==> src/sfs_pkg.sv <==
`timescale 1ns / 1ps

package sfs_pkg;

    localparam int MAX_FRAMES  = 256;
    localparam int STATE_LIMIT = 256;
    localparam int FRAME_LIMIT = (MAX_FRAMES < STATE_LIMIT) ? MAX_FRAMES : STATE_LIMIT;

    // Dividend width covers the largest accumulator sum plus a frame offset.
    localparam int DIV_W = 26;
    localparam int REM_W = 16;

    localparam int CFG_IDX_W  = 3;
    localparam int CFG_DATA_W = 16;

    localparam logic [CFG_IDX_W-1:0] CFG_PLAY_MODE   = 3'd0;
    localparam logic [CFG_IDX_W-1:0] CFG_LOOP_ENABLE = 3'd1;
    localparam logic [CFG_IDX_W-1:0] CFG_PLAY_LENGTH = 3'd2;
    localparam logic [CFG_IDX_W-1:0] CFG_FRAME_COUNT = 3'd3;
    localparam logic [CFG_IDX_W-1:0] CFG_ANIM_COUNT  = 3'd4;

    localparam logic [1:0] MODE_PAUSED    = 2'd0;
    localparam logic [1:0] MODE_FORWARDS  = 2'd1;
    localparam logic [1:0] MODE_BACKWARDS = 2'd2;
    localparam logic [1:0] MODE_UNKNOWN   = 2'd3;

    localparam logic [1:0] REQ_TICK      = 2'd0;
    localparam logic [1:0] REQ_SET_FRAME = 2'd1;
    localparam logic [1:0] REQ_SET_ANIM  = 2'd2;

    typedef struct packed {
        logic [1:0]  req_type;
        logic [15:0] elapsed_ms;
        logic [7:0]  target_index;
    } in_t;

    typedef struct packed {
        logic [7:0] frame_now;
        logic [7:0] animation_now;
    } out_t;

    function automatic logic [8:0] eff_count(input logic [8:0] c, input logic [8:0] limit);
        logic [8:0] r;
        if (c == 9'd0)
        begin
            r = 9'd1;
        end
        else if (c > limit)
        begin
            r = limit;
        end
        else
        begin
            r = c;
        end
        return r;
    endfunction

endpackage

==> src/sprite_frame_sequencer_unit.sv <==
`timescale 1ns / 1ps

// Set-frame, set-animation, unused and paused-tick transactions go from acceptance straight to the done state.
// A running tick goes through multiply, first division and, when a looping frame wraps, a second division before done.
// Both tick divisions run one quotient bit per cycle through one shared 26-step divider.
// One transaction is in flight at a time; the input stalls until its result is registered.
// Reset is asynchronous and restores the register defaults and clears all positions.

module sprite_frame_sequencer_unit
    import sfs_pkg::*;
(
    input  logic                  clk,
    input  logic                  rst_n,
    input  logic                  in_valid,
    output logic                  in_stall,
    input  in_t                   in_data,
    output logic                  out_valid,
    input  logic                  out_stall,
    output out_t                  out_data,
    input  logic                  cfg_we,
    input  logic [CFG_IDX_W-1:0]  cfg_index,
    input  logic [CFG_DATA_W-1:0] cfg_data
);

    localparam logic [2:0] S_IDLE = 3'd0;
    localparam logic [2:0] S_MUL  = 3'd1;
    localparam logic [2:0] S_DIV1 = 3'd2;
    localparam logic [2:0] S_DIV2 = 3'd3;
    localparam logic [2:0] S_DONE = 3'd4;

    logic [2:0]  state_reg, state_next;
    logic [1:0]  mode_reg;
    logic        loop_reg;
    logic [15:0] len_reg;
    logic [8:0]  fcount_reg;
    logic [8:0]  acount_reg;
    logic [7:0]  frame_reg, frame_next;
    logic [7:0]  anim_reg, anim_next;
    logic [15:0] acc_reg;
    logic [24:0] prod_reg;
    logic        out_valid_reg;
    out_t        out_reg;

    logic [8:0]  fc;
    logic [8:0]  ac;
    logic [7:0]  last;
    logic [15:0] len_eff;
    logic        accept;
    logic        slot_free;

    logic             div_start;
    logic [DIV_W-1:0] div_dividend;
    logic [REM_W-1:0] div_divisor;
    logic             div_busy;
    logic             div_done;
    logic [DIV_W-1:0] div_quo;
    logic [REM_W-1:0] div_rem;

    logic [DIV_W-1:0] frame_ext;
    logic [DIV_W-1:0] fpn;
    logic [DIV_W-1:0] mod_arg;

    assign fc        = eff_count(fcount_reg, 9'(FRAME_LIMIT));
    assign ac        = eff_count(acount_reg, 9'(STATE_LIMIT));
    assign last      = 8'(fc - 9'd1);
    assign len_eff   = (len_reg == 16'd0) ? 16'd1 : len_reg;
    assign accept    = in_valid && !in_stall;
    assign slot_free = !out_valid_reg || !out_stall;
    assign in_stall  = (state_reg != S_IDLE);

    assign frame_ext = DIV_W'(frame_reg);
    assign fpn       = frame_ext + div_quo;

    always_comb
    begin
        if (mode_reg == MODE_FORWARDS)
        begin
            mod_arg = (9'(frame_reg) >= fc) ? (div_quo - DIV_W'(1)) : fpn;
        end
        else
        begin
            mod_arg = div_quo - frame_ext - DIV_W'(1);
        end
    end

    always_comb
    begin
        state_next   = state_reg;
        frame_next   = frame_reg;
        anim_next    = anim_reg;
        div_start    = 1'b0;
        div_dividend = mod_arg;
        div_divisor  = REM_W'(fc);
        unique case (state_reg)
            S_IDLE:
            begin
                if (accept)
                begin
                    state_next = S_DONE;
                    unique case (in_data.req_type)
                        REQ_TICK:
                        begin
                            if (mode_reg != MODE_PAUSED)
                            begin
                                state_next = S_MUL;
                            end
                        end
                        REQ_SET_FRAME:
                        begin
                            frame_next = (9'(in_data.target_index) < fc) ?
                                         in_data.target_index : last;
                        end
                        REQ_SET_ANIM:
                        begin
                            anim_next  = (9'(in_data.target_index) < ac) ?
                                         in_data.target_index : 8'(ac - 9'd1);
                            frame_next = 8'd0;
                        end
                        default:
                        begin
                        end
                    endcase
                end
            end
            S_MUL:
            begin
                div_start    = 1'b1;
                div_dividend = DIV_W'(acc_reg) + DIV_W'(prod_reg);
                div_divisor  = len_eff;
                state_next   = S_DIV1;
            end
            S_DIV1:
            begin
                if (div_done)
                begin
                    state_next = S_DONE;
                    if (mode_reg == MODE_UNKNOWN || div_quo == '0)
                    begin
                        frame_next = frame_reg;
                    end
                    else if (mode_reg == MODE_FORWARDS)
                    begin
                        if (fpn < DIV_W'(fc))
                        begin
                            frame_next = fpn[7:0];
                        end
                        else if (!loop_reg)
                        begin
                            frame_next = last;
                        end
                        else
                        begin
                            div_start  = 1'b1;
                            state_next = S_DIV2;
                        end
                    end
                    else
                    begin
                        if (div_quo <= frame_ext)
                        begin
                            frame_next = frame_reg - div_quo[7:0];
                        end
                        else if (!loop_reg)
                        begin
                            frame_next = 8'd0;
                        end
                        else
                        begin
                            div_start  = 1'b1;
                            state_next = S_DIV2;
                        end
                    end
                end
            end
            S_DIV2:
            begin
                if (div_done)
                begin
                    state_next = S_DONE;
                    frame_next = (mode_reg == MODE_FORWARDS) ? div_rem[7:0] : last - div_rem[7:0];
                end
            end
            S_DONE:
            begin
                if (slot_free)
                begin
                    state_next = S_IDLE;
                end
            end
            default:
            begin
                state_next = S_IDLE;
            end
        endcase
    end

    sfs_divider #(
        .DW (DIV_W),
        .VW (REM_W)
    ) u_divider (
        .clk       (clk),
        .rst_n     (rst_n),
        .start     (div_start),
        .dividend  (div_dividend),
        .divisor   (div_divisor),
        .busy      (div_busy),
        .done      (div_done),
        .quotient  (div_quo),
        .remainder (div_rem)
    );

    always_ff @(posedge clk or negedge rst_n)
    begin
        if (!rst_n)
        begin
            state_reg     <= S_IDLE;
            mode_reg      <= MODE_PAUSED;
            loop_reg      <= 1'b1;
            len_reg       <= 16'd1000;
            fcount_reg    <= 9'd1;
            acount_reg    <= 9'd1;
            frame_reg     <= 8'd0;
            anim_reg      <= 8'd0;
            acc_reg       <= 16'd0;
            out_valid_reg <= 1'b0;
        end
        else
        begin
            state_reg <= state_next;
            frame_reg <= frame_next;
            anim_reg  <= anim_next;
            if (cfg_we)
            begin
                unique case (cfg_index)
                    CFG_PLAY_MODE:   mode_reg   <= cfg_data[1:0];
                    CFG_LOOP_ENABLE: loop_reg   <= cfg_data[0];
                    CFG_PLAY_LENGTH: len_reg    <= cfg_data;
                    CFG_FRAME_COUNT: fcount_reg <= cfg_data[8:0];
                    CFG_ANIM_COUNT:  acount_reg <= cfg_data[8:0];
                    default:         ;
                endcase
            end
            if (cfg_we && cfg_index == CFG_PLAY_MODE)
            begin
                acc_reg <= 16'd0;
            end
            else if (state_reg == S_DIV1 && div_done)
            begin
                acc_reg <= div_rem;
            end
            if (state_reg == S_DONE && slot_free)
            begin
                out_valid_reg <= 1'b1;
            end
            else if (!out_stall)
            begin
                out_valid_reg <= 1'b0;
            end
        end
    end

    always_ff @(posedge clk)
    begin
        if (accept)
        begin
            prod_reg <= 25'(in_data.elapsed_ms) * 25'(fc);
        end
        if (state_reg == S_DONE && slot_free)
        begin
            out_reg.frame_now     <= frame_reg;
            out_reg.animation_now <= anim_reg;
        end
    end

    assign out_valid = out_valid_reg;
    assign out_data  = out_reg;

`ifndef NO_ASSERTIONS
    a_stall_when_busy: assert property (@(posedge clk) disable iff (!rst_n)
        (state_reg != S_IDLE) |-> in_stall)
        else $error("Input not stalled while a transaction is in flight.");

    a_done_in_div_state: assert property (@(posedge clk) disable iff (!rst_n)
        div_done |-> (state_reg == S_DIV1 || state_reg == S_DIV2))
        else $error("Divider completed outside a divide state.");

    a_busy_in_div_state: assert property (@(posedge clk) disable iff (!rst_n)
        div_busy |-> (state_reg == S_DIV1 || state_reg == S_DIV2))
        else $error("Divider iterating outside a divide state.");

    a_result_delivered: assert property (@(posedge clk) disable iff (!rst_n)
        (state_reg == S_DONE && slot_free) |=> (out_valid && state_reg == S_IDLE))
        else $error("Finished transaction not presented at the output.");
`endif

endmodule

==> src/sfs_divider.sv <==
`timescale 1ns / 1ps

module sfs_divider
    import sfs_pkg::*;
#(
    parameter int DW = DIV_W,
    parameter int VW = REM_W
)
(
    input  logic          clk,
    input  logic          rst_n,
    input  logic          start,
    input  logic [DW-1:0] dividend,
    input  logic [VW-1:0] divisor,
    output logic          busy,
    output logic          done,
    output logic [DW-1:0] quotient,
    output logic [VW-1:0] remainder
);

    localparam int CW = $clog2(DW + 1);

    logic [CW-1:0] cnt_reg, cnt_next;
    logic          done_reg, done_next;
    logic [DW-1:0] quo_reg, quo_next;
    logic [VW-1:0] rem_reg, rem_next;
    logic [VW-1:0] dvs_reg, dvs_next;

    logic [VW:0] trial;
    logic [VW:0] diff;
    logic        fits;

    assign trial = {rem_reg, quo_reg[DW-1]};
    assign fits  = trial >= {1'b0, dvs_reg};
    assign diff  = trial - {1'b0, dvs_reg};

    always_comb
    begin
        cnt_next  = cnt_reg;
        done_next = 1'b0;
        quo_next  = quo_reg;
        rem_next  = rem_reg;
        dvs_next  = dvs_reg;
        if (start)
        begin
            cnt_next = CW'(DW);
            quo_next = dividend;
            rem_next = '0;
            dvs_next = divisor;
        end
        else if (cnt_reg != '0)
        begin
            rem_next  = fits ? diff[VW-1:0] : trial[VW-1:0];
            quo_next  = {quo_reg[DW-2:0], fits};
            cnt_next  = cnt_reg - CW'(1);
            done_next = (cnt_reg == CW'(1));
        end
    end

    always_ff @(posedge clk or negedge rst_n)
    begin
        if (!rst_n)
        begin
            cnt_reg  <= '0;
            done_reg <= 1'b0;
        end
        else
        begin
            cnt_reg  <= cnt_next;
            done_reg <= done_next;
        end
    end

    always_ff @(posedge clk)
    begin
        quo_reg <= quo_next;
        rem_reg <= rem_next;
        dvs_reg <= dvs_next;
    end

    assign busy      = (cnt_reg != '0);
    assign done      = done_reg;
    assign quotient  = quo_reg;
    assign remainder = rem_reg;

`ifndef NO_ASSERTIONS
    a_rem_below_divisor: assert property (@(posedge clk) disable iff (!rst_n)
        done |-> (rem_reg < dvs_reg))
        else $error("Remainder not below divisor at completion.");

    a_no_restart: assert property (@(posedge clk) disable iff (!rst_n)
        start |-> !busy)
        else $error("Divider started while busy.");

    a_done_idle: assert property (@(posedge clk) disable iff (!rst_n)
        done |-> !busy)
        else $error("Divider flagged done while still iterating.");
`endif

endmodule
==> config.mk <==
export PLATFORM = sky130hd
export DESIGN_NAME = sprite_frame_sequencer_unit
export DESIGN_NICKNAME = d
export VERILOG_FILES = /design/src/sfs_pkg.sv /design/src/sprite_frame_sequencer_unit.sv /design/src/sfs_divider.sv
export SDC_FILE = /design/constraint.sdc
export NUM_CORES = 1
export LEC_CHECK = 0
export BUFFER_PORTS_ARGS = -buffer_cell sky130_fd_sc_hd__buf_2
export CAP_MARGIN = 20
export CORE_MARGIN = 1
export CORE_UTILIZATION = 35
export CTS_CLUSTER_DIAMETER = 50
export DETAILED_ROUTE_END_ITERATION = 8
export GPL_TIMING_DRIVEN = 0
export SYNTH_ARGS = -nofsm -noshare
export SYNTH_HDL_FRONTEND = slang
export SYNTH_SLANG_ARGS = --single-unit
==> constraint.sdc <==
create_clock -name clk -period 8.52 [get_ports clk]
set_input_delay 1.278 -clock clk [delete_from_list [all_inputs] [get_ports clk]]
set_output_delay 1.278 -clock clk [all_outputs]
set_load 0.02 [all_outputs]
Word-level counts from Yosys, hierarchy flattened:

Index checks and enable logic that the tools add are counted.

* register bits after elaboration: 178
* bits in latches: 0
* bits in writable memories: 0
* bits in read-only memories: 0
* output and inout bits: 18
* word-level logic and storage cells: 146
* memories kept: 0

* add/sub/neg operators: 11
* multiply operators: 1
* div/mod/pow operators: 0
* $lt $le $gt $ge: 8
* eq/ne operators: 22
* shift operators: 0
* multiplexer cells: 53
* bitwise operators: 1
* reductions and logical operators: 31

Operator list (count)
* 26-bit 2-to-1 mux: 5
* 8-bit 2-to-1 mux: 12
* 9-bit 2-to-1 mux: 6
* 26-bit by 1-bit subtractor with 26-bit output (second input constant): 2
* 16-bit 2-to-1 mux: 3
* 3-bit 2-to-1 mux: 11
* 16-bit by 25-bit adder with 26-bit output: 1
* 8-bit by 26-bit adder with 26-bit output: 1
* 26-bit by 8-bit <= comparator with 1-bit output: 1
* 26-bit logical NOT: 1
* 26-bit by 9-bit < comparator with 1-bit output: 1
* 26-bit by 8-bit subtractor with 26-bit output: 1
* 16-bit by 9-bit multiplier with 25-bit output: 1
* 8-bit case mux with 3 select lines: 1
* 9-bit > comparator (second input constant): 2
* 9-bit logical NOT: 2
* 8-bit by 9-bit < comparator with 1-bit output: 2
* 17-bit by 16-bit greater-or-equal comparator with 1-bit output: 1
* 16-bit logical NOT: 1
* 8-bit case mux with 2 select lines: 1
* 16-bit subtractor: 1
* 8-bit by 1-bit subtractor with 8-bit output (second input constant): 2
* 8-bit subtractor: 2
* 3-bit case mux with 5 select lines: 1
* 29 further kinds: 65

Logic depth before layout (Yosys ltp):

* word-level depth: 10
* gate-level depth with buffers: 25
* depth with buffers taken out: 23

Hierarchy:

From an unflattened synthesis, not the netlist that was laid out.

* cell total of the unflattened synthesis: 1944
* area total of the unflattened synthesis: 17485.5 µm²

By module, submodules not included
* sprite_frame_sequencer_unit: times used 1, cells an instance 1645, area an instance 14082.3 µm²
* sfs_divider: times used 1, cells an instance 299, area an instance 3403.3 µm²

Worst setup path before layout:

Ideal clock, no wire load.

* kind: reg-to-reg
* start: register fcount_reg[5]
* end: register prod_reg[22], data pin
* library setup time: 259 ps
* data arrival time: 5721 ps
* required time: 8261 ps
* setup slack: 2540 ps
* stages on the path, launching flop included: 23
* buffers on the path: 2
* period minus slack after synthesis: 5980 ps
* cell sequence: dfrtp_1 -> nor4_1 -> a32o_1 -> clkbuf_1 -> buf_1 -> nand2_1 -> fa_1 -> inv_1 -> fa_1 -> inv_1 -> fa_1 -> fa_1 -> inv_1 -> ha_1 -> o21ai_0 -> a21boi_0 -> o21ai_0 -> a2111oi_0 -> o21a_1 -> o21ai_0 -> o221ai_1 -> o41a_1 -> xor2_1

* word-level cells in the longest chain between the ends: 4

RTL lines
* start: declaration: line sprite_frame_sequencer_unit.sv:35 `logic [8:0] fcount_reg;`
* start signal: assignment: line sprite_frame_sequencer_unit.sv:238 `CFG_FRAME_COUNT: fcount_reg <= cfg_data[8:0];`
* 9-bit > comparator: line sfs_pkg.sv:48 `else if (c > limit)`
* 9-bit 2-to-1 mux: line sfs_pkg.sv:48
* 9-bit 2-to-1 mux *: line sfs_pkg.sv:44 `if (c == 9'd0)`
* 16-bit by 9-bit multiplier with 25-bit output *: line sprite_frame_sequencer_unit.sv:266 `prod_reg <= 25'(in_data.elapsed_ms) * 25'(fc);`
* end signal: assignment: line sprite_frame_sequencer_unit.sv:266
* end: declaration: line sprite_frame_sequencer_unit.sv:40 `logic [24:0] prod_reg;`

Mark *: on every way between the ends. The rest lies on a longest branch, timed or not.
A chain may end at the register's enable or synchronous reset.

Final worst setup path:

* start: register fcount_reg[8]
* end: register prod_reg[22], data pin

The elaborated chain is that of the path after synthesis.

==> run_results.csv <==
group,metric,value,unit
place,io_buffers,60,
synth,async_flop_share,44.38,%
power,p_sw_share,49.75,%
route,drtPass1Iterations,5,
synth,synth_warnings,0,
synth,synth-edff-count,83,
synth,synthSimpleGateAreaFrac,19.28,%
route,ant_nets,0,
floorplanning,start_util,35.56,%
critical_path,cpMaxStageDelayCell,"buf_1",
timing,final-max-slew-violation-count,0,
floorplanning,core,48950,um^2
clock_tree,insertion_delay,0.45,ns
power,ir_worst_vdd,0.1591,mV
floorplanning,die_h,225.0,um
place,gp_congestion,0.9760,
clock_tree,cts_tree,"yes",
finish,syn2layout_area_growth,10.46,%
place,dpl.hpwl,41980,um
timing,period_share,92.63,%
power,comb_power_share,67.0,%
finish,largest_register_ffs,26,
grt,antenna_found_initial,1,
synth,synth_fa_ha_area_share,22.38,%
timing,slew-limit-headroom,34.76,%
power,clkPwrFrac,10.3,%
route,drc,0,
finish,stdcell_count,2744,
synth,ys_ff_latch,178,
route,wirelength,51480,um
critical_path,path_cells,"clkbuf_1 -> inv_1 -> a32o_1 -> clkbuf_1 -> buf_1 -> nand2_1 -> fa_1 -> inv_1 -> fa_1 -> inv_1 -> fa_1 -> fa_1 -> inv_1 -> ha_1 -> o21ai_0 -> a21boi_0 -> o21ai_0 -> a2111oi_0 -> o21a_1 -> o21ai_0 -> o221ai_1 -> o41a_1 -> xor2_1",
power,pwr_density_cell,398.2,nW/um^2
synth,synth-compound-area-share,15.30,%
critical_path,start_kind,"flop",
route,first_iter_violations,1263,
synth,avgSynthCellArea,8.783,um^2
grt,grt_pass1_wl,81340,um
floorplanning,die_x,225.0,um
critical_path,rr_startpoint,"fcount_reg[8]",
finish,fin_util,39.28,%
power,power_switching,3.810,mW
route,wl_per_cell,18.76,um
synth,synth_top_area_cell,"edfxtp_1",
synth,synth_area,17410,um^2
timing,rsz0062_at_grt,"false",
clock_tree,cts-root-buf,"clkbuf_16",
synth,synth_nets,2281,
timing,clock.fmax,126.7,MHz
critical_path,max_stage_delay,0.80,ns
synth,synth_cell_type_count,83,
clock_tree,cts_hold_buffers,0,
critical_path,critPathArrivalTime,8.09,ns
synth,yosys-mux-area-fraction,3.436,%
clock_tree,cts-resized-gates,0,
floorplanning,die_area,50630,um^2
power,p_int,3.848,mW
synth,synth_top_family_by_area,"adder cells",
route,vias,14740,
critical_path,required,8.71,ns
critical_path,crit_path_end_kind,"flop",
synth,yosys-top-cells-area,"edfxtp_1 14%, fa_1 12%, ha_1 10%, dfrtp_1 10%, nand2_1 5.0%",
clock_tree,post_cts_buffers,0,
finish,layout-drive-gt1-share,8.995,%
place,placed_cells,2709,
clock_tree,cts_sinks,178,
timing,tightest_slew,0.9785,ns
clock_tree,clk_pin_slew,0.08,ns
synth,netlist_instances,1982,
grt,grt_pass1_vias,14520,
min_path,holdCritStartpoint,"anim_reg[0]",
route,avgViaCountPerCell,5.373,
grt,grt_max_degree,60,
timing,finalClockSkew,0.01299,ns
power,leakagePower,8.531,nW
timing,whs,0.4515,ns
clock_tree,ctsLongestPathBuffers,2,
floorplanning,row_count,81,
synth,synth_ff_type,"edfxtp_1",
grt,grt-ovfl-total,0,
power,seqPwrFrac,22.7,%
critical_path,crit_buf_inv,7,
clock_tree,cts_htree_levels,4,
run,drv_cap,0,
timing,period_minus_slack,7.892,ns
synth,synth_xor_area_share,5.233,%
critical_path,worstSetupStartpoint,"fcount_reg[8]",
status,outcome,"complete, no violations",
critical_path,cp_top_family,"adder cells",
power,p_total,7.657,mW
timing,hold_viol,0,
timing,finalSetupTns,0,ns
floorplanning,pin_count,68,
timing,setup_violations,0,
grt,grt_usage,20.69,%
synth,ys_seq_area_share,27.58,%
finish,layout.nets,2365,
critical_path,worstPathMaxFanout,11,
synth,synth.top_cell.area_share,14.32,%
clock_tree,numCtsBuffers,17,
critical_path,criticalPathCategory,"reg2reg",
min_path,min_path_type,"reg2reg",
## per-stage QoR
| stage | setup slack (ns) | instance area (um^2) |
|---|---|---|
| finish | 0.6277 | 19230 |
| global route | 0.2594 | 19230 |
| CTS | 0.6918 | 19190 |
| detailed placement | 0.6947 | 18600 |
| global placement | 0.8322 | 18540 |
| floorplan | 2.540 | 17410 |
## kinds of logic after synthesis
logic type	after synthesis
fa+ha+maj	249
compound gates	407
simple gates	685
flops	178
xor+xnor	104
mux	55
buf+inv	304
## worst reg2reg max path: stages, from the launching register on
cell and delay, ns:
dfrtp_1 0.39, clkbuf_1 0.30, inv_1 0.41, a32o_1 0.37, clkbuf_1 0.59, buf_1 0.80
nand2_1 0.17, fa_1 0.52, inv_1 0.06, fa_1 0.51, inv_1 0.05, fa_1 0.46
fa_1 0.54, inv_1 0.04, ha_1 0.32, o21ai_0 0.12, a21boi_0 0.15, o21ai_0 0.31
a2111oi_0 0.18, o21a_1 0.21, o21ai_0 0.33, o221ai_1 0.28, o41a_1 0.37, xor2_1 0.15
## Yosys cell counts, types with 50 or more instances
master      n
a21oi_1   111
and2_1     78
clkbuf_1   64
dfrtp_1    70
edfxtp_1   83
fa_1      104
ha_1      145
inv_1     214
nand2_1   230
nand3_1    50
nor2_1    118
o21ai_0    89
xnor2_1    75
## final cells by class
| cell class | count | area [um^2] |
|---|---|---|
| antenna | 1 | 2.502 |
| buffer | 88 | 370.4 |
| clock buffer | 18 | 429.2 |
| clock inverter | 14 | 162.7 |
| fill | 4936 | 29720 |
| inverter | 216 | 810.8 |
| multi-input combinational | 1500 | 11430 |
| sequential | 178 | 4801 |
| tap | 664 | 830.8 |
| timing repair buffer | 65 | 389.1 |
## layout by cell type (no fill, tap or decap), types with 8 or more instances in the layout
cell type	count
a211oi_1	27
a21o_1	25
a21oi_1	110
a22oi_1	10
a31oi_1	15
and2_1	78
and3_1	30
buf_1	10
buf_2	68
clkbuf_1	65
clkbuf_16	17
dfrtp_1	70
dfstp_2	9
dfxtp_1	16
edfxtp_1	83
fa_1	104
ha_1	145
inv_1	214
mux2_2	38
mux2i_1	17
nand2_1	230
nand2b_1	30
nand3_1	50
nand4_1	16
nor2_1	117
nor2b_1	23
nor3_1	40
nor4_1	14
o211ai_1	14
o21a_1	16
o21ai_0	89
o22ai_1	10
o31ai_1	8
or2_2	8
or3_1	19
or4_1	8
xnor2_1	75
xor2_1	29
## final timing paths
path | cells after the start | slack, ns | to
max | 23 | 0.63 | prod_reg[22]
min | 0 | 0.45 | out_data[0]
max reg2reg | 23 | 0.63 | prod_reg[22]
min reg2reg | 0 | 0.45 | out_data[0]
max in group asynchronous | 2 | 7.17 | loop_reg
min in group asynchronous | 1 | 0.71 | anim_reg[3]
## metal layers
metal	share of wire, %	GRT usage (%)	vias to the layer above
li1	-	-	7009
met1	45	28.32	7202
met2	47	33.88	466
met3	5.5	2.712	66
met4	2.2	6.298	0
met5	0	0	-
## power groups by stage
stage / combinational, mW / clock, mW / sequential, mW
6_report: 5.13 / 0.788 / 1.74
2_1_floorplan: 3.81 / 0 / 1.63
3_5_place_dp: 5.04 / 0 / 1.75
4_1_cts: 5.09 / 0.809 / 1.73
5_1_grt: 5.75 / 0.837 / 1.77
3_3_place_gp: 4.94 / 0 / 1.74
Power figures use the tool's default switching activity.
